==> src/rtl/core/frsr_pkg.sv <==
package frsr_pkg;

    localparam int MAX_SLOTS_DEF = 16;
    localparam logic [4:0] SLOTS_RESET = 5'd3;
    localparam logic [31:0] SERIAL_RESET = 32'd1;

    localparam logic [2:0] REQ_BEGIN    = 3'd0;
    localparam logic [2:0] REQ_SUBMIT   = 3'd1;
    localparam logic [2:0] REQ_COMPLETE = 3'd2;
    localparam logic [2:0] REQ_CANCEL   = 3'd3;
    localparam logic [2:0] REQ_QUERY    = 3'd4;
    localparam logic [2:0] REQ_RESET    = 3'd5;

    localparam logic [1:0] ST_AVAILABLE = 2'd0;
    localparam logic [1:0] ST_RECORDING = 2'd1;
    localparam logic [1:0] ST_SUBMITTED = 2'd2;

    typedef struct packed {
        logic [2:0]  req_type;
        logic [7:0]  slot_sel;
        logic [31:0] token_serial;
    } t_req;

    typedef struct packed {
        logic        ok;
        logic [3:0]  granted_slot;
        logic [31:0] granted_serial;
        logic [3:0]  ptr_after;
    } t_res;

    // classified request handed from the front queue to the back
    typedef struct packed {
        t_req req;
        logic in_range;
    } t_cmd;

endpackage

==> src/rtl/core/frsr_ram.sv <==
module frsr_ram #(
    parameter int WIDTH = 32,
    parameter int DEPTH = 16,
    localparam int AW = (DEPTH > 1) ? $clog2(DEPTH) : 1
) (
    input  logic             i_clk,
    input  logic             i_wr_en,
    input  logic [AW-1:0]    i_wr_addr,
    input  logic [WIDTH-1:0] i_wr_data,
    input  logic             i_rd_en,
    input  logic [AW-1:0]    i_rd_addr,
    output logic [WIDTH-1:0] o_rd_data
);

    logic [WIDTH-1:0] r_mem [DEPTH];
    logic [WIDTH-1:0] r_rd_data;

    always_ff @(posedge i_clk) begin
        if (i_wr_en) begin
            r_mem[i_wr_addr] <= i_wr_data;
        end
        if (i_rd_en) begin
            r_rd_data <= r_mem[i_rd_addr];
        end
    end

    assign o_rd_data = r_rd_data;

endmodule

==> src/rtl/core/frsr_front.sv <==
module frsr_front #(
    parameter int MAX_SLOTS = frsr_pkg::MAX_SLOTS_DEF,
    localparam int CW = $clog2(MAX_SLOTS + 1)
) (
    input  logic               i_clk,
    input  logic               i_rst_n,
    input  logic               i_push,
    input  frsr_pkg::t_req     i_req,
    input  logic [CW-1:0]      i_count,
    output logic               o_full,
    input  logic               i_pop,
    output logic               o_cmd_valid,
    output frsr_pkg::t_cmd     o_cmd
);

    frsr_pkg::t_cmd r_q [2];
    logic           r_wp;
    logic           r_rp;
    logic [1:0]     r_cnt;
    logic [1:0]     n_cnt;
    logic           push_ok;
    logic           pop_ok;
    frsr_pkg::t_cmd cmd_in;

    assign push_ok = i_push && (r_cnt != 2'd2);
    assign pop_ok  = i_pop && (r_cnt != 2'd0);

    always_comb begin
        cmd_in.req      = i_req;
        cmd_in.in_range = ({1'b0, i_req.slot_sel} < 9'(i_count));
    end

    always_comb begin
        n_cnt = r_cnt;
        if (push_ok && !pop_ok) begin
            n_cnt = r_cnt + 2'd1;
        end else if (pop_ok && !push_ok) begin
            n_cnt = r_cnt - 2'd1;
        end
    end

    always_ff @(posedge i_clk) begin
        if (!i_rst_n) begin
            r_wp  <= 1'b0;
            r_rp  <= 1'b0;
            r_cnt <= 2'd0;
        end else begin
            r_cnt <= n_cnt;
            if (push_ok) begin
                r_wp <= ~r_wp;
            end
            if (pop_ok) begin
                r_rp <= ~r_rp;
            end
        end
    end

    always_ff @(posedge i_clk) begin
        if (push_ok) begin
            r_q[r_wp] <= cmd_in;
        end
    end

    assign o_full      = (r_cnt == 2'd2);
    assign o_cmd_valid = (r_cnt != 2'd0);
    assign o_cmd       = r_q[r_rp];

endmodule

==> src/rtl/core/frsr_back.sv <==
module frsr_back #(
    parameter int MAX_SLOTS = frsr_pkg::MAX_SLOTS_DEF,
    localparam int CW = $clog2(MAX_SLOTS + 1),
    localparam int IW = (MAX_SLOTS > 1) ? $clog2(MAX_SLOTS) : 1
) (
    input  logic           i_clk,
    input  logic           i_rst_n,
    input  logic [CW-1:0]  i_count,
    input  logic           i_cmd_valid,
    input  frsr_pkg::t_cmd i_cmd,
    output logic           o_pop,
    output logic           o_res_valid,
    output frsr_pkg::t_res o_res
);

    localparam logic S_IDLE = 1'b0;
    localparam logic S_EXEC = 1'b1;

    logic           r_fsm;
    logic           n_fsm;
    frsr_pkg::t_cmd r_cmd;
    logic [1:0]     r_state [MAX_SLOTS];
    logic [1:0]     n_state [MAX_SLOTS];
    logic [IW-1:0]  r_ptr;
    logic [IW-1:0]  n_ptr;
    logic [31:0]    r_serial;
    logic [31:0]    n_serial;
    logic           r_res_valid;
    frsr_pkg::t_res r_res;
    frsr_pkg::t_res n_res;

    logic           ram_we;
    logic [31:0]    ram_rdata;
    logic [IW-1:0]  slot_a;
    logic [CW:0]    ptr_inc;
    logic [31:0]    serial_inc;
    logic           tok_match;

    assign o_pop  = (r_fsm == S_IDLE) && i_cmd_valid;
    assign slot_a = r_cmd.req.slot_sel[IW-1:0];

    assign ptr_inc    = (CW + 1)'(r_ptr) + (CW + 1)'(1);
    assign serial_inc = r_serial + 32'd1;
    assign tok_match  = (ram_rdata == r_cmd.req.token_serial);

    // slot serials: read at pop, written by a granted begin
    frsr_ram #(
        .WIDTH(32),
        .DEPTH(MAX_SLOTS)
    ) u_serial_ram (
        .i_clk    (i_clk),
        .i_wr_en  (ram_we),
        .i_wr_addr(r_ptr),
        .i_wr_data(r_serial),
        .i_rd_en  (o_pop),
        .i_rd_addr(i_cmd.req.slot_sel[IW-1:0]),
        .o_rd_data(ram_rdata)
    );

    always_comb begin
        n_fsm    = r_fsm;
        n_state  = r_state;
        n_ptr    = r_ptr;
        n_serial = r_serial;
        ram_we   = 1'b0;
        n_res    = '0;
        n_res.ptr_after = 4'(r_ptr);
        case (r_fsm)
            S_IDLE: begin
                if (i_cmd_valid) begin
                    n_fsm = S_EXEC;
                end
            end
            S_EXEC: begin
                n_fsm = S_IDLE;
                case (r_cmd.req.req_type)
                    frsr_pkg::REQ_BEGIN: begin
                        if ((CW'(r_ptr) < i_count)
                                && (r_state[r_ptr] == frsr_pkg::ST_AVAILABLE)) begin
                            n_res.ok             = 1'b1;
                            n_res.granted_slot   = 4'(r_ptr);
                            n_res.granted_serial = r_serial;
                            // skip zero on wrap
                            n_serial = (serial_inc == 32'd0) ? 32'd1 : serial_inc;
                            n_state[r_ptr] = frsr_pkg::ST_RECORDING;
                            ram_we = 1'b1;
                            n_ptr = (ptr_inc >= (CW + 1)'(i_count)) ? '0 : IW'(ptr_inc);
                        end
                    end
                    frsr_pkg::REQ_SUBMIT: begin
                        if (r_cmd.in_range && (r_state[slot_a] == frsr_pkg::ST_RECORDING)
                                && tok_match) begin
                            n_state[slot_a] = frsr_pkg::ST_SUBMITTED;
                            n_res.ok = 1'b1;
                        end
                    end
                    frsr_pkg::REQ_COMPLETE: begin
                        if (r_cmd.in_range && (r_state[slot_a] == frsr_pkg::ST_SUBMITTED)) begin
                            n_state[slot_a] = frsr_pkg::ST_AVAILABLE;
                            n_res.ok = 1'b1;
                        end
                    end
                    frsr_pkg::REQ_CANCEL: begin
                        if (r_cmd.in_range && (r_state[slot_a] == frsr_pkg::ST_RECORDING)
                                && tok_match) begin
                            n_state[slot_a] = frsr_pkg::ST_AVAILABLE;
                            n_ptr = slot_a;
                            n_res.ok = 1'b1;
                        end
                    end
                    frsr_pkg::REQ_QUERY: begin
                        n_res.ok = r_cmd.in_range
                                && (r_state[slot_a] == frsr_pkg::ST_SUBMITTED);
                    end
                    frsr_pkg::REQ_RESET: begin
                        // serials stay in the RAM; only a recording slot reads them
                        for (int i = 0; i < MAX_SLOTS; i++) begin
                            n_state[i] = frsr_pkg::ST_AVAILABLE;
                        end
                        n_ptr = '0;
                        n_res.ok = 1'b1;
                    end
                    default: begin
                    end
                endcase
                n_res.ptr_after = 4'(n_ptr);
            end
            default: begin
                n_fsm = S_IDLE;
            end
        endcase
    end

    always_ff @(posedge i_clk) begin
        if (!i_rst_n) begin
            r_fsm       <= S_IDLE;
            r_ptr       <= '0;
            r_serial    <= frsr_pkg::SERIAL_RESET;
            r_res_valid <= 1'b0;
            for (int i = 0; i < MAX_SLOTS; i++) begin
                r_state[i] <= frsr_pkg::ST_AVAILABLE;
            end
        end else begin
            r_fsm       <= n_fsm;
            r_ptr       <= n_ptr;
            r_serial    <= n_serial;
            r_state     <= n_state;
            r_res_valid <= (r_fsm == S_EXEC);
        end
    end

    always_ff @(posedge i_clk) begin
        if (o_pop) begin
            r_cmd <= i_cmd;
        end
        if (r_fsm == S_EXEC) begin
            r_res <= n_res;
        end
    end

    assign o_res_valid = r_res_valid;
    assign o_res       = r_res;

endmodule

==> src/rtl/core/frame_slot_ring_scheduler_top.sv <==
// Channel   Direction  Handshake                 Beat
// command   in         start & !busy             i_req   (t_req)
// result    out        o_res_valid, one cycle    o_res   (t_res)
// config    in         i_cfg_valid & o_cfg_ready i_cfg_data (slots_in_use)
//
// The back pops a request while idle, reading the slot serial RAM (registered
// read), then executes it against the slot states; it pops nothing meanwhile.
// The result beat comes from a register that is loaded in the execute step.
// A 2-entry queue separates the front from the back; busy is high while it is full.
// Synchronous reset frees all slots, pointer 0, serial 1, slots_in_use 3; the
// serial RAM is not cleared, no sweep is needed. Results cannot be stalled.
module frame_slot_ring_scheduler_top #(
    parameter int MAX_SLOTS = frsr_pkg::MAX_SLOTS_DEF
) (
    input  logic           i_clk,
    input  logic           i_rst_n,
    input  logic           start,
    output logic           busy,
    input  frsr_pkg::t_req i_req,
    output logic           o_res_valid,
    output frsr_pkg::t_res o_res,
    input  logic           i_cfg_valid,
    output logic           o_cfg_ready,
    input  logic [4:0]     i_cfg_data
);

    localparam int CW = $clog2(MAX_SLOTS + 1);

    logic [4:0]     r_slots;
    logic [CW-1:0]  count;
    logic           cmd_valid;
    logic           pop;
    frsr_pkg::t_cmd cmd;

    assign o_cfg_ready = 1'b1;

    always_ff @(posedge i_clk) begin
        if (!i_rst_n) begin
            r_slots <= frsr_pkg::SLOTS_RESET;
        end else if (i_cfg_valid && o_cfg_ready) begin
            r_slots <= i_cfg_data;
        end
    end

    // clamp slot count to 1..MAX_SLOTS
    always_comb begin
        if (r_slots == 5'd0) begin
            count = CW'(1);
        end else if (32'(r_slots) > MAX_SLOTS) begin
            count = CW'(MAX_SLOTS);
        end else begin
            count = CW'(r_slots);
        end
    end

    frsr_front #(
        .MAX_SLOTS(MAX_SLOTS)
    ) u_front (
        .i_clk      (i_clk),
        .i_rst_n    (i_rst_n),
        .i_push     (start),
        .i_req      (i_req),
        .i_count    (count),
        .o_full     (busy),
        .i_pop      (pop),
        .o_cmd_valid(cmd_valid),
        .o_cmd      (cmd)
    );

    frsr_back #(
        .MAX_SLOTS(MAX_SLOTS)
    ) u_back (
        .i_clk      (i_clk),
        .i_rst_n    (i_rst_n),
        .i_count    (count),
        .i_cmd_valid(cmd_valid),
        .i_cmd      (cmd),
        .o_pop      (pop),
        .o_res_valid(o_res_valid),
        .o_res      (o_res)
    );

endmodule

==> config.mk <==
export PLATFORM = sky130hd
export DESIGN_NAME = frame_slot_ring_scheduler_top
export DESIGN_NICKNAME = d
export VERILOG_FILES = /design/src/rtl/core/frsr_pkg.sv /design/src/rtl/core/frsr_ram.sv /design/src/rtl/core/frsr_front.sv /design/src/rtl/core/frsr_back.sv /design/src/rtl/core/frame_slot_ring_scheduler_top.sv
export SDC_FILE = /design/constraint.sdc
export NUM_CORES = 1
export LEC_CHECK = 0
export ABC_AREA = 1
export BUFFER_PORTS_ARGS = -buffer_cell sky130_fd_sc_hd__buf_4
export CELL_PAD_IN_SITES_DETAIL_PLACEMENT = 1
export CELL_PAD_IN_SITES_GLOBAL_PLACEMENT = 2
export CORE_UTILIZATION = 37
export CTS_BUF_LIST = sky130_fd_sc_hd__clkbuf_8 sky130_fd_sc_hd__clkbuf_16
export CTS_CLUSTER_DIAMETER = 120
export DETAILED_ROUTE_END_ITERATION = 10
export GPL_ROUTABILITY_DRIVEN = 1
export GPL_TIMING_DRIVEN = 0
export PLACE_DENSITY = 0.87
export SLEW_MARGIN = 0
export SYNTH_ARGS = -nofsm -noshare
export SYNTH_HDL_FRONTEND = slang
export SYNTH_HIERARCHICAL = 1
export SYNTH_SLANG_ARGS = --single-unit
==> constraint.sdc <==
create_clock -name i_clk -period 5.5 [get_ports i_clk]
set_input_delay 1.375 -clock i_clk [delete_from_list [all_inputs] [get_ports i_clk]]
set_output_delay 1.375 -clock i_clk [all_outputs]
set_load 0.02 [all_outputs]
==> results of run 1 <==
sequential cells by signal (all words and copies together) (netlist names), named ones only:
signal and flops:
r_slots 5, u_back/o_res 41, u_back/o_res_valid 1, u_back/r_cmd 40, u_back/r_fsm 1, u_back/r_ptr 4
u_back/r_serial 32, u_back/r_state 32, u_back/u_serial_ram/o_rd_data 32, u_back/u_serial_ram/r_mem 512, u_front/r_cnt 2, u_front/r_q 80
u_front/r_rp 1, u_front/r_wp 1
placed cells by master, fill, tap and decap left out, types with 20 or more instances in the layout:
| cell type | count |
|---|---|
| sky130_fd_sc_hd__nand2_1 | 1076 |
| sky130_fd_sc_hd__edfxtp_1 | 705 |
| sky130_fd_sc_hd__inv_1 | 584 |
| sky130_fd_sc_hd__nand3_1 | 456 |
| sky130_fd_sc_hd__nor2_1 | 242 |
| sky130_fd_sc_hd__buf_4 | 105 |
| sky130_fd_sc_hd__clkbuf_16 | 85 |
| sky130_fd_sc_hd__dfxtp_1 | 79 |
| sky130_fd_sc_hd__buf_2 | 61 |
| sky130_fd_sc_hd__o21ai_0 | 49 |
| sky130_fd_sc_hd__mux2_4 | 36 |
| sky130_fd_sc_hd__a21oi_1 | 34 |
| sky130_fd_sc_hd__buf_6 | 34 |
| sky130_fd_sc_hd__clkbuf_1 | 28 |
| sky130_fd_sc_hd__a211oi_1 | 26 |
| sky130_fd_sc_hd__buf_12 | 23 |
| sky130_fd_sc_hd__nor3_1 | 21 |
| sky130_fd_sc_hd__nor2_4 | 21 |
| sky130_fd_sc_hd__clkinv_1 | 20 |
power breakdown:
| group | internal [mW] | switching [mW] | leakage (nW) |
|---|---|---|---|
| logic | 1.71 | 4.03 | 8.82 |
| registers | 7.33 | 0.511 | 7.23 |
| clock network | 3.32 | 2.42 | 1.43 |
critical path, stage by stage, from the launching register on:
cell and delay (ns):
sky130_fd_sc_hd__dfxtp_1 0.31, sky130_fd_sc_hd__nor2_1 0.10, sky130_fd_sc_hd__nand2_1 0.07, sky130_fd_sc_hd__a21oi_1 0.29, sky130_fd_sc_hd__inv_1 0.16, sky130_fd_sc_hd__ha_1 0.31
sky130_fd_sc_hd__inv_1 0.06, sky130_fd_sc_hd__nor2_1 0.04, sky130_fd_sc_hd__o21ai_0 0.08, sky130_fd_sc_hd__nand2_1 0.07, sky130_fd_sc_hd__nor2_1 0.16, sky130_fd_sc_hd__nand3_1 0.14
sky130_fd_sc_hd__inv_1 0.07, sky130_fd_sc_hd__nand2_1 0.15, sky130_fd_sc_hd__nor2_2 0.29, sky130_fd_sc_hd__buf_4 0.26, sky130_fd_sc_hd__buf_2 0.32, sky130_fd_sc_hd__nand3b_1 0.38
sky130_fd_sc_hd__nor2_4 0.67, sky130_fd_sc_hd__buf_12 0.27
layout make-up:
class                      instances  area, µm²
inverter                         587       2210
fill                           10600      53900
timing repair buffer             115       1150
sequential                       785      22800
clock inverter                    72        647
multi-input combinational       2078       9710
buffer                           154       1030
tap                             1265       1580
clock buffer                      86       2140
per-layer routing:
metal / global-route usage (%) / vias to the layer above / part of all wire, %
li1: - / 12100 / -
met1: 29.6 / 13000 / 42
met2: 39.8 / 792 / 48
met3: 3.21 / 210 / 5.7
met4: 10.5 / 0 / 4.4
met5: 0 / - / 0
metrics by stage:
step                      hold WS (ns)  cells
after global placement           0.478   4963
after floorplan                  0.462   3604
final                            0.503   5142
after CTS                        0.509   5142
after detailed placement         0.496   4984
after global routing             0.526   5142
final timing paths:
path                      startpoint                                          to  slack (ns)  depth (start not counted)
max          r_slots[1]$_SDFFE_PN1P_  u_back/u_serial_ram/r_mem[11][5]$_DFFE_PP_        0.94                         19
min          r_slots[0]$_SDFFE_PN1P_                     r_slots[0]$_SDFFE_PN1P_        0.50                          2
max reg2reg  r_slots[1]$_SDFFE_PN1P_  u_back/u_serial_ram/r_mem[11][5]$_DFFE_PP_        0.94                         19
min reg2reg  r_slots[0]$_SDFFE_PN1P_                     r_slots[0]$_SDFFE_PN1P_        0.50                          2
==> metrics.txt, run 1 <==
status completed; number of design rule violations left after detail routing 0; Tightest Pin Transition 1.17 ns; effective utilization at floorplan 37.4%; buffer cell driving the clock tree root sky130_fd_sc_hd__clkbuf_16; clock-pin slew reported for the worst setup and hold paths after clock tree synthesis 0.05 ns; count of inserted antenna diode cells 0; final design instance area without fill 0.0412 mm²; number of nets in the layout 3,877; initial antenna violation count 2; number of max-capacitance violations reported 0; placer congestion estimate 0.862; final total power 19.3 mW; area inside the core boundary 0.0952 mm²; Critical Path Fanout Max 20; synthesized area 0.0356 mm²; critical path class reg -> reg; RSZ-0062 raised after global routing false; share of final-layout standard cells stronger than drive strength 1 11.4%; first-pass GRT wire length 170,000 µm; power per cell area 468 mW/mm²; maximum clock path buffer count 3; Min Clock Period, post-route 4.56 ns; synthesized net count 3,675; final wirelength 115,000 µm; Max Clock Skew 0.0398 ns; Post-Synthesis Mean Instance Area 9.87 µm²; number of top-level pins 96; crit share post-route 82.8%; data required time at the worst endpoint 5.83 ns; IO buf count 94; clock tree from TritonCTS built; largest net degree at the start of global routing 38; fin worst setup slack 0.944 ns; worst-skew pair later-pin latency 0.67 ns; first-pass iteration count of the detailed router 5; number of cells upsized or downsized after cts 0; Static Leak 17.5 nW; hold crit path type reg -> reg; worst vdd rail ir drop 0.291 mV; vias in the first global route 27,400; count of buffers added by post-CTS timing repair for setup 0; number of DRC markers after the initial detailed-route iteration 2,271; vertical die dimension 312 µm; final standard cell utilization of the core 43.3%; total global-route track usage 23.4%; Antenna Nets Post-Route 0; cts-stage hold buffer count 0; Yosys warning total 6; kind of start point of the critical path register; hold violation total from the final report 0; critical path endpoint category register; remaining global-route overflow 0; post-detailed-route wirelength per cell 22.3 µm; synthesized netlist cell count 3,604; max_slew headroom 21.6%; routed vias/inst 5.08; timing-limited maximum frequency 0.219 GHz; placed inst area 0.0384 mm²; setup slack after placement 0.958 ns; Setup TNS 0 ns; total clock sinks 785; die outline area 0.0974 mm²; count of vias placed by the detailed router 26,100; number of standard-cell rows in the floorplan 113; DP Wirelength 78,700 µm; growth of design area from synthesis to finish 15.9%; setup violators final 0; die width 312 µm; CTS H-tree lvls 3; Num CTS Buffers 85; pins over their slew limit 0; Worst EP arrival 4.89 ns
Power figures use the tool's default switching activity.
==> inputs of run 2 (changes only) <==
==> constraint.sdc (replaced) <==
create_clock -name i_clk -period 3.8 [get_ports i_clk]
set_input_delay 0.95 -clock i_clk [delete_from_list [all_inputs] [get_ports i_clk]]
set_output_delay 0.95 -clock i_clk [all_outputs]
set_load 0.02 [all_outputs]
==> run 2 against run 1 <==
Cell count increased by 0.45%. Total power is 44% higher. Largest cell class unchanged. Highest routed layer unchanged. Clock skew decreased by 0.014 ns. Final area increased by 0.71%. Sequential power grew 45%. Hold slack got worse by 0.013 ns. Combinational power up 46%.
==> metrics.txt, run 2 (synthesized netlist as in run 1, its figures left out) <==
Max Clock Skew 0.0258 ns (was 0.0398 ns); Tightest Pin Transition 1.26 ns (was 1.17 ns); Reg power frac 40.9% (was 40.6%); worst stage delay on the critical path 0.33 ns (was 0.67 ns); buffer cell driving the clock tree root sky130_fd_sc_hd__clkbuf_16 (unchanged); vias in the first global route 28,300 (was 27,400); area inside the core boundary 0.0952 mm² (unchanged); number of max-capacitance violations reported 0 (unchanged); total global-route track usage 24.0% (was 23.4%); first-pass iteration count of the detailed router 5 (unchanged); remaining global-route overflow 0 (unchanged); critical path endpoint category register (unchanged); hold crit path type in -> reg (was reg -> reg); commonest non-fill, non-tap cell in the layout sky130_fd_sc_hd__nand2_1 (unchanged); final standard cell utilization of the core 43.6% (was 43.3%); RSZ-0062 raised after global routing false (unchanged); # fillers 10,600 (about the same); largest net degree at the start of global routing 35 (was 38); share of final-layout standard cells stronger than drive strength 1 12.1% (was 11.4%); Antenna Nets Post-Route 0 (unchanged); combinational share of power 30.1% (was 29.7%); die width 312 µm (unchanged); family with the most delay on the worst path simple AND/OR/NAND/NOR gates (unchanged); data required time at the worst endpoint 4.15 ns (was 5.83 ns); count of vias placed by the detailed router 26,500 (was 26,100); Min Clock Period, post-route 3.57 ns (was 4.56 ns); timing-limited maximum frequency 0.280 GHz (was 0.219 GHz); placed inst area 0.0385 mm² (was 0.0384 mm²); number of buffer and inverter instances along the worst setup path 6 (unchanged); GR peak layer met2 (unchanged); total internal power 17.6 mW (was 12.3 mW); IO buf count 94 (unchanged); number of design rule violations left after detail routing 0 (unchanged); power per cell area 669 mW/mm² (was 468 mW/mm²); initial antenna violation count 2 (unchanged); register bank with the most flops u_back/u_serial_ram/r_mem (unchanged); post-detailed-route wirelength per cell 22.7 µm (was 22.3 µm); fraction of power spent switching nets 36.5% (was 36.1%); CTS H-tree lvls 3 (unchanged); worst-skew pair later-pin latency 0.66 ns (was 0.67 ns); Static Leak 17.6 nW (was 17.5 nW); final design instance area without fill 0.0415 mm² (was 0.0412 mm²); clock tree from TritonCTS built (unchanged); number of nets in the layout 3,901 (was 3,877); Setup TNS 0 ns (unchanged); pins over their slew limit 0 (unchanged); growth of design area from synthesis to finish 16.7% (was 15.9%); routed vias/inst 5.13 (was 5.08); fin worst setup slack 0.227 ns (was 0.944 ns); Worst EP arrival 3.92 ns (was 4.89 ns); final hold slack 0.490 ns (was 0.503 ns); met3 track utilization from global routing 3.20% (was 3.21%); placer congestion estimate 0.852 (was 0.862); maximum clock path buffer count 3 (unchanged); crit share post-route 94.0% (was 82.8%); hold violation total from the final report 0 (unchanged); clock-pin slew reported for the worst setup and hold paths after clock tree synthesis 0.07 ns (was 0.05 ns); kind of start point of the critical path register (unchanged); setup violators final 0 (unchanged); Critical Path Fanout Max 22 (was 20); GRT met1 Usage 29.9% (was 29.6%); critical path class reg -> reg (unchanged); total clock sinks 785 (unchanged); DP Wirelength 80,700 µm (was 78,700 µm); max reg flops 512 (unchanged); number of top-level pins 96 (unchanged); worst path cell trace nor2_1 -> nand2_1 -> a21oi_2 -> inv_1 -> ha_1 -> inv_1 -> nor2_1 -> o21ai_0 -> nand2_1 -> nor2_1 -> nand3_1 -> inv_1 -> nand2_1 -> nor2_4 -> buf_8 -> nand3b_1 -> buf_4 -> nor2_4 -> buf_16 (was nor2_1 -> nand2_1 -> a21oi_1 -> inv_1 -> ha_1 -> inv_1 -> nor2_1 -> o21ai_0 -> nand2_1 -> nor2_1 -> nand3_1 -> inv_1 -> nand2_1 -> nor2_2 -> buf_4 -> buf_2 -> nand3b_1 -> nor2_4 -> buf_12); status completed (unchanged); final wirelength 117,000 µm (was 115,000 µm); vertical die dimension 312 µm (unchanged); max_slew headroom 16.2% (was 21.6%); setup slack after placement -0.842 ns (was 0.958 ns); Critical-path top delay cell sky130_fd_sc_hd__ha_1 (was sky130_fd_sc_hd__nor2_4); first-pass GRT wire length 174,000 µm (was 170,000 µm); effective utilization at floorplan 37.4% (unchanged); met2 GRT Util 42.0% (was 39.8%); clock power share 29.0% (was 29.7%); net switching power 10.2 mW (was 6.96 mW); Num CTS Buffers 84 (was 85); number of DRC markers after the initial detailed-route iteration 1,969 (was 2,271); die outline area 0.0974 mm² (unchanged); number of standard-cell rows in the floorplan 113 (unchanged); worst vdd rail ir drop 0.336 mV (was 0.291 mV); highest-count cells in the layout ignoring fill and taps sky130_fd_sc_hd__nand2_1 (1,075), sky130_fd_sc_hd__edfxtp_1 (705), sky130_fd_sc_hd__inv_1 (589), sky130_fd_sc_hd__nand3_1 (455), sky130_fd_sc_hd__nor2_1 (242) (was sky130_fd_sc_hd__nand2_1 (1,076), sky130_fd_sc_hd__edfxtp_1 (705), sky130_fd_sc_hd__inv_1 (584), sky130_fd_sc_hd__nand3_1 (456), sky130_fd_sc_hd__nor2_1 (242))
[run 2: worst paths after layout]
path | start | endpoint | slack [ns] | cells past startpoint
max | r_slots[0]$_SDFFE_PN1P_ | u_back/u_serial_ram/r_mem[4][4]$_DFFE_PP_ | 0.23 | 19
min | i_req[33] | u_front/r_q[1][34]$_DFFE_PP_ | 0.49 | 1
max reg2reg | r_slots[0]$_SDFFE_PN1P_ | u_back/u_serial_ram/r_mem[4][4]$_DFFE_PP_ | 0.23 | 19
min reg2reg | r_slots[1]$_SDFFE_PN1P_ | r_slots[1]$_SDFFE_PN1P_ | 0.51 | 2
[run 2: per-layer routing]
metal,share of wire (%),routed length [µm]
met4,3.7,4290
met5,0,0
met3,5.6,6570
met2,50,58100
met1,41,48300
[run 2: cell type report]
| type | count | area (µm²) | share of cell area, % |
|---|---|---|---|
| flip-flops and latches | 785 | 22800 | 54.8 |
| multi-input cells | 2078 | 9720 | 23.4 |
| clock buffers | 93 | 2260 | 5.44 |
| inverters | 587 | 2210 | 5.31 |
| well taps | 1265 | 1580 | 3.81 |
| repair buffers | 141 | 1520 | 3.67 |
| plain buffers | 153 | 1030 | 2.49 |
| clock inverters | 61 | 423 | 1.02 |
| diodes | 2 | 5.00 | 0.0121 |
[run 2: repair_timing]
| action | in CTS | in global routing |
|---|---|---|
| gates resized for setup | 3 | 3 |
| pin swaps | 18 | 1 |
| setup buffers | 25 | 1 |
| setup endpoints to repair | 512 | 511 |
| hold buffers | 0 | 0 |
[run 2: power by group through the flow]
stage          clock network [mW]  logic (mW)  registers [mW]
2_1_floorplan                   0        4.83            11.3
3_3_place_gp                    0        7.84            11.6
3_5_place_dp                    0        8.23            11.5
4_1_cts                      8.18        8.32            11.4
5_1_grt                      8.49        8.99            11.4
6_report                     8.07        8.37            11.4
[run 2: stage by stage]
step,std cells,power (mW)
after floorplan,3604,16.2
after global placement,4963,19.4
after detailed placement,4984,19.7
after CTS,5162,27.9
after global routing,5163,28.9
final,5165,27.8
==> inputs of run 3 (changes only) <==
--- a/config.mk
+++ b/config.mk
@@ -15,6 +15,7 @@
 export DETAILED_ROUTE_END_ITERATION = 10
 export GPL_ROUTABILITY_DRIVEN = 1
 export GPL_TIMING_DRIVEN = 0
+export MAX_ROUTING_LAYER = met4
 export PLACE_DENSITY = 0.87
 export SLEW_MARGIN = 0
 export SYNTH_ARGS = -nofsm -noshare
==> run 3 against run 2 <==
Critical path type unchanged. Wire length rose by 0.21%. Non-clock buffer count unchanged. Highest routed layer unchanged. Sequential share of layout area did not move. Clock skew about the same. Sequential cell count unchanged. Largest power group unchanged. Register-to-register slack worse by 0.02 ns. Critical path depth unchanged.
==> metrics.txt, run 3 (synthesized netlist as in run 1, its figures left out) <==
number of buffer and inverter instances along the worst setup path 6 (unchanged); DP Wirelength 80,700 µm (unchanged); number of top-level pins 96 (unchanged); initial antenna violation count 2 (unchanged); IO buf count 94 (unchanged); setup slack after placement -0.842 ns (unchanged); number of design rule violations left after detail routing 0 (unchanged); die width 312 µm (unchanged); RSZ-0062 raised after global routing false (unchanged); data required time at the worst endpoint 4.15 ns (about the same); share of final-layout standard cells stronger than drive strength 1 12.1% (unchanged); die outline area 0.0974 mm² (unchanged); Antenna Nets Post-Route 0 (unchanged); register bank with the most flops u_back/u_serial_ram/r_mem (unchanged); setup violators final 0 (unchanged); routed vias/inst 5.13 (about the same); number of max-capacitance violations reported 0 (unchanged); clock-pin slew reported for the worst setup and hold paths after clock tree synthesis 0.07 ns (about the same); highest-count cells in the layout ignoring fill and taps sky130_fd_sc_hd__nand2_1 (1,075), sky130_fd_sc_hd__edfxtp_1 (705), sky130_fd_sc_hd__inv_1 (589), sky130_fd_sc_hd__nand3_1 (455), sky130_fd_sc_hd__nor2_1 (242) (unchanged); commonest non-fill, non-tap cell in the layout sky130_fd_sc_hd__nand2_1 (unchanged); post-detailed-route wirelength per cell 22.8 µm (was 22.7 µm); worst path cell trace nor2_1 -> nand2_1 -> a21oi_2 -> inv_1 -> ha_1 -> inv_1 -> nor2_1 -> o21ai_0 -> nand2_1 -> nor2_1 -> nand3_1 -> inv_1 -> nand2_1 -> nor2_4 -> buf_8 -> nand3b_1 -> buf_4 -> nor2_4 -> buf_16 (unchanged); Max Clock Skew 0.0257 ns (was 0.0258 ns); hold violation total from the final report 0 (unchanged); area inside the core boundary 0.0952 mm² (unchanged); worst-skew pair later-pin latency 0.66 ns (about the same); growth of design area from synthesis to finish 16.7% (unchanged); number of standard-cell rows in the floorplan 113 (unchanged); vertical die dimension 312 µm (unchanged); clock tree from TritonCTS built (unchanged); critical path class reg -> reg (unchanged); number of nets in the layout 3,901 (unchanged); crit share post-route 94.5% (was 94.0%); worst vdd rail ir drop 0.339 mV (was 0.336 mV); Num CTS Buffers 84 (unchanged); placer congestion estimate 0.865 (was 0.852); number of DRC markers after the initial detailed-route iteration 2,154 (was 1,969); total clock sinks 785 (unchanged); cts-stage hold buffer count 0 (unchanged); largest net degree at the start of global routing 35 (unchanged); final total power 27.8 mW (about the same); fin worst setup slack 0.209 ns (was 0.227 ns); CTS H-tree lvls 3 (unchanged); remaining global-route overflow 0 (unchanged); kind of start point of the critical path register (unchanged); timing-limited maximum frequency 0.278 GHz (was 0.280 GHz); worst stage delay on the critical path 0.33 ns (about the same); maximum clock path buffer count 3 (unchanged); total global-route track usage 24.8% (was 24.0%); Static Leak 17.6 nW (about the same); buffer cell driving the clock tree root sky130_fd_sc_hd__clkbuf_16 (unchanged); critical path endpoint category register (unchanged); Tightest Pin Transition 1.19 ns (was 1.26 ns); hold crit path type in -> reg (unchanged); Min Clock Period, post-route 3.59 ns (was 3.57 ns); final wirelength 118,000 µm (was 117,000 µm); effective utilization at floorplan 37.4% (unchanged); Worst EP arrival 3.94 ns (was 3.92 ns); count of vias placed by the detailed router 26,500 (about the same); final hold slack 0.488 ns (was 0.490 ns); Critical-path top delay cell sky130_fd_sc_hd__ha_1 (unchanged); first-pass iteration count of the detailed router 5 (unchanged); max_slew headroom 20.5% (was 16.2%); first-pass GRT wire length 174,000 µm (about the same); status completed (unchanged); vias in the first global route 28,200 (was 28,300); power per cell area 670 mW/mm² (was 669 mW/mm²); max reg flops 512 (unchanged); Critical Path Fanout Max 22 (unchanged); pins over their slew limit 0 (unchanged); family with the most delay on the worst path simple AND/OR/NAND/NOR gates (unchanged)
-- run 3: repair_timing --
| action | 4_1_cts | 5_1_grt |
|---|---|---|
| pin swaps | 18 | 1 |
| buffers inserted | 25 | 1 |
| setup endpoints to repair | 512 | 517 |
| resized for setup | 3 | 4 |
-- run 3: per-stage QoR --
step	area [µm²]	util, %	setup TNS, ns	std cells
2_1_floorplan	35600	-	-79.97	3604
3_3_place_gp	37900	39.8	-1374.53	4963
3_5_place_dp	38500	40.4	-349.15	4984
4_1_cts	41500	43.6	0	5162
5_1_grt	41500	43.6	0	5163
6_report	41500	43.6	0	5165
-- run 3: layout make-up --
type | instances | area (µm²)
tap | 1265 | 1580
multi-input combinational | 2078 | 9720
sequential | 785 | 22800
buffer | 153 | 1030
inverter | 587 | 2210
clock buffer | 93 | 2260
timing repair buffer | 141 | 1520
antenna | 2 | 5.00
fill | 10600 | 53600
clock inverter | 61 | 423
-- run 3: worst paths after layout --
path / startpoint / end / slack, ns / cells after the start
max: r_slots[3]$_SDFFE_PN0P_ / u_back/u_serial_ram/r_mem[4][4]$_DFFE_PP_ / 0.21 / 19
min: i_req[33] / u_front/r_q[1][34]$_DFFE_PP_ / 0.49 / 1
max reg2reg: r_slots[3]$_SDFFE_PN0P_ / u_back/u_serial_ram/r_mem[4][4]$_DFFE_PP_ / 0.21 / 19
min reg2reg: r_slots[1]$_SDFFE_PN1P_ / r_slots[1]$_SDFFE_PN1P_ / 0.51 / 2
-- run 3: metal layers --
layer | GRT usage (%) | vias up | wire length, µm
met1 | 30.0 | 13400 | 48400
met2 | 42.2 | 810 | 58300
met3 | 3.15 | 190 | 6600
met5 | - | - | 0
li1 | - | 12200 | -
met4 | 9.43 | 0 | 4280
-- run 3: report_power, final --
group | switching, mW | total (mW) | internal, mW
combinational | 5.88 | 8.37 | 2.49
sequential | 0.756 | 11.4 | 10.6
clock | 3.52 | 8.08 | 4.55
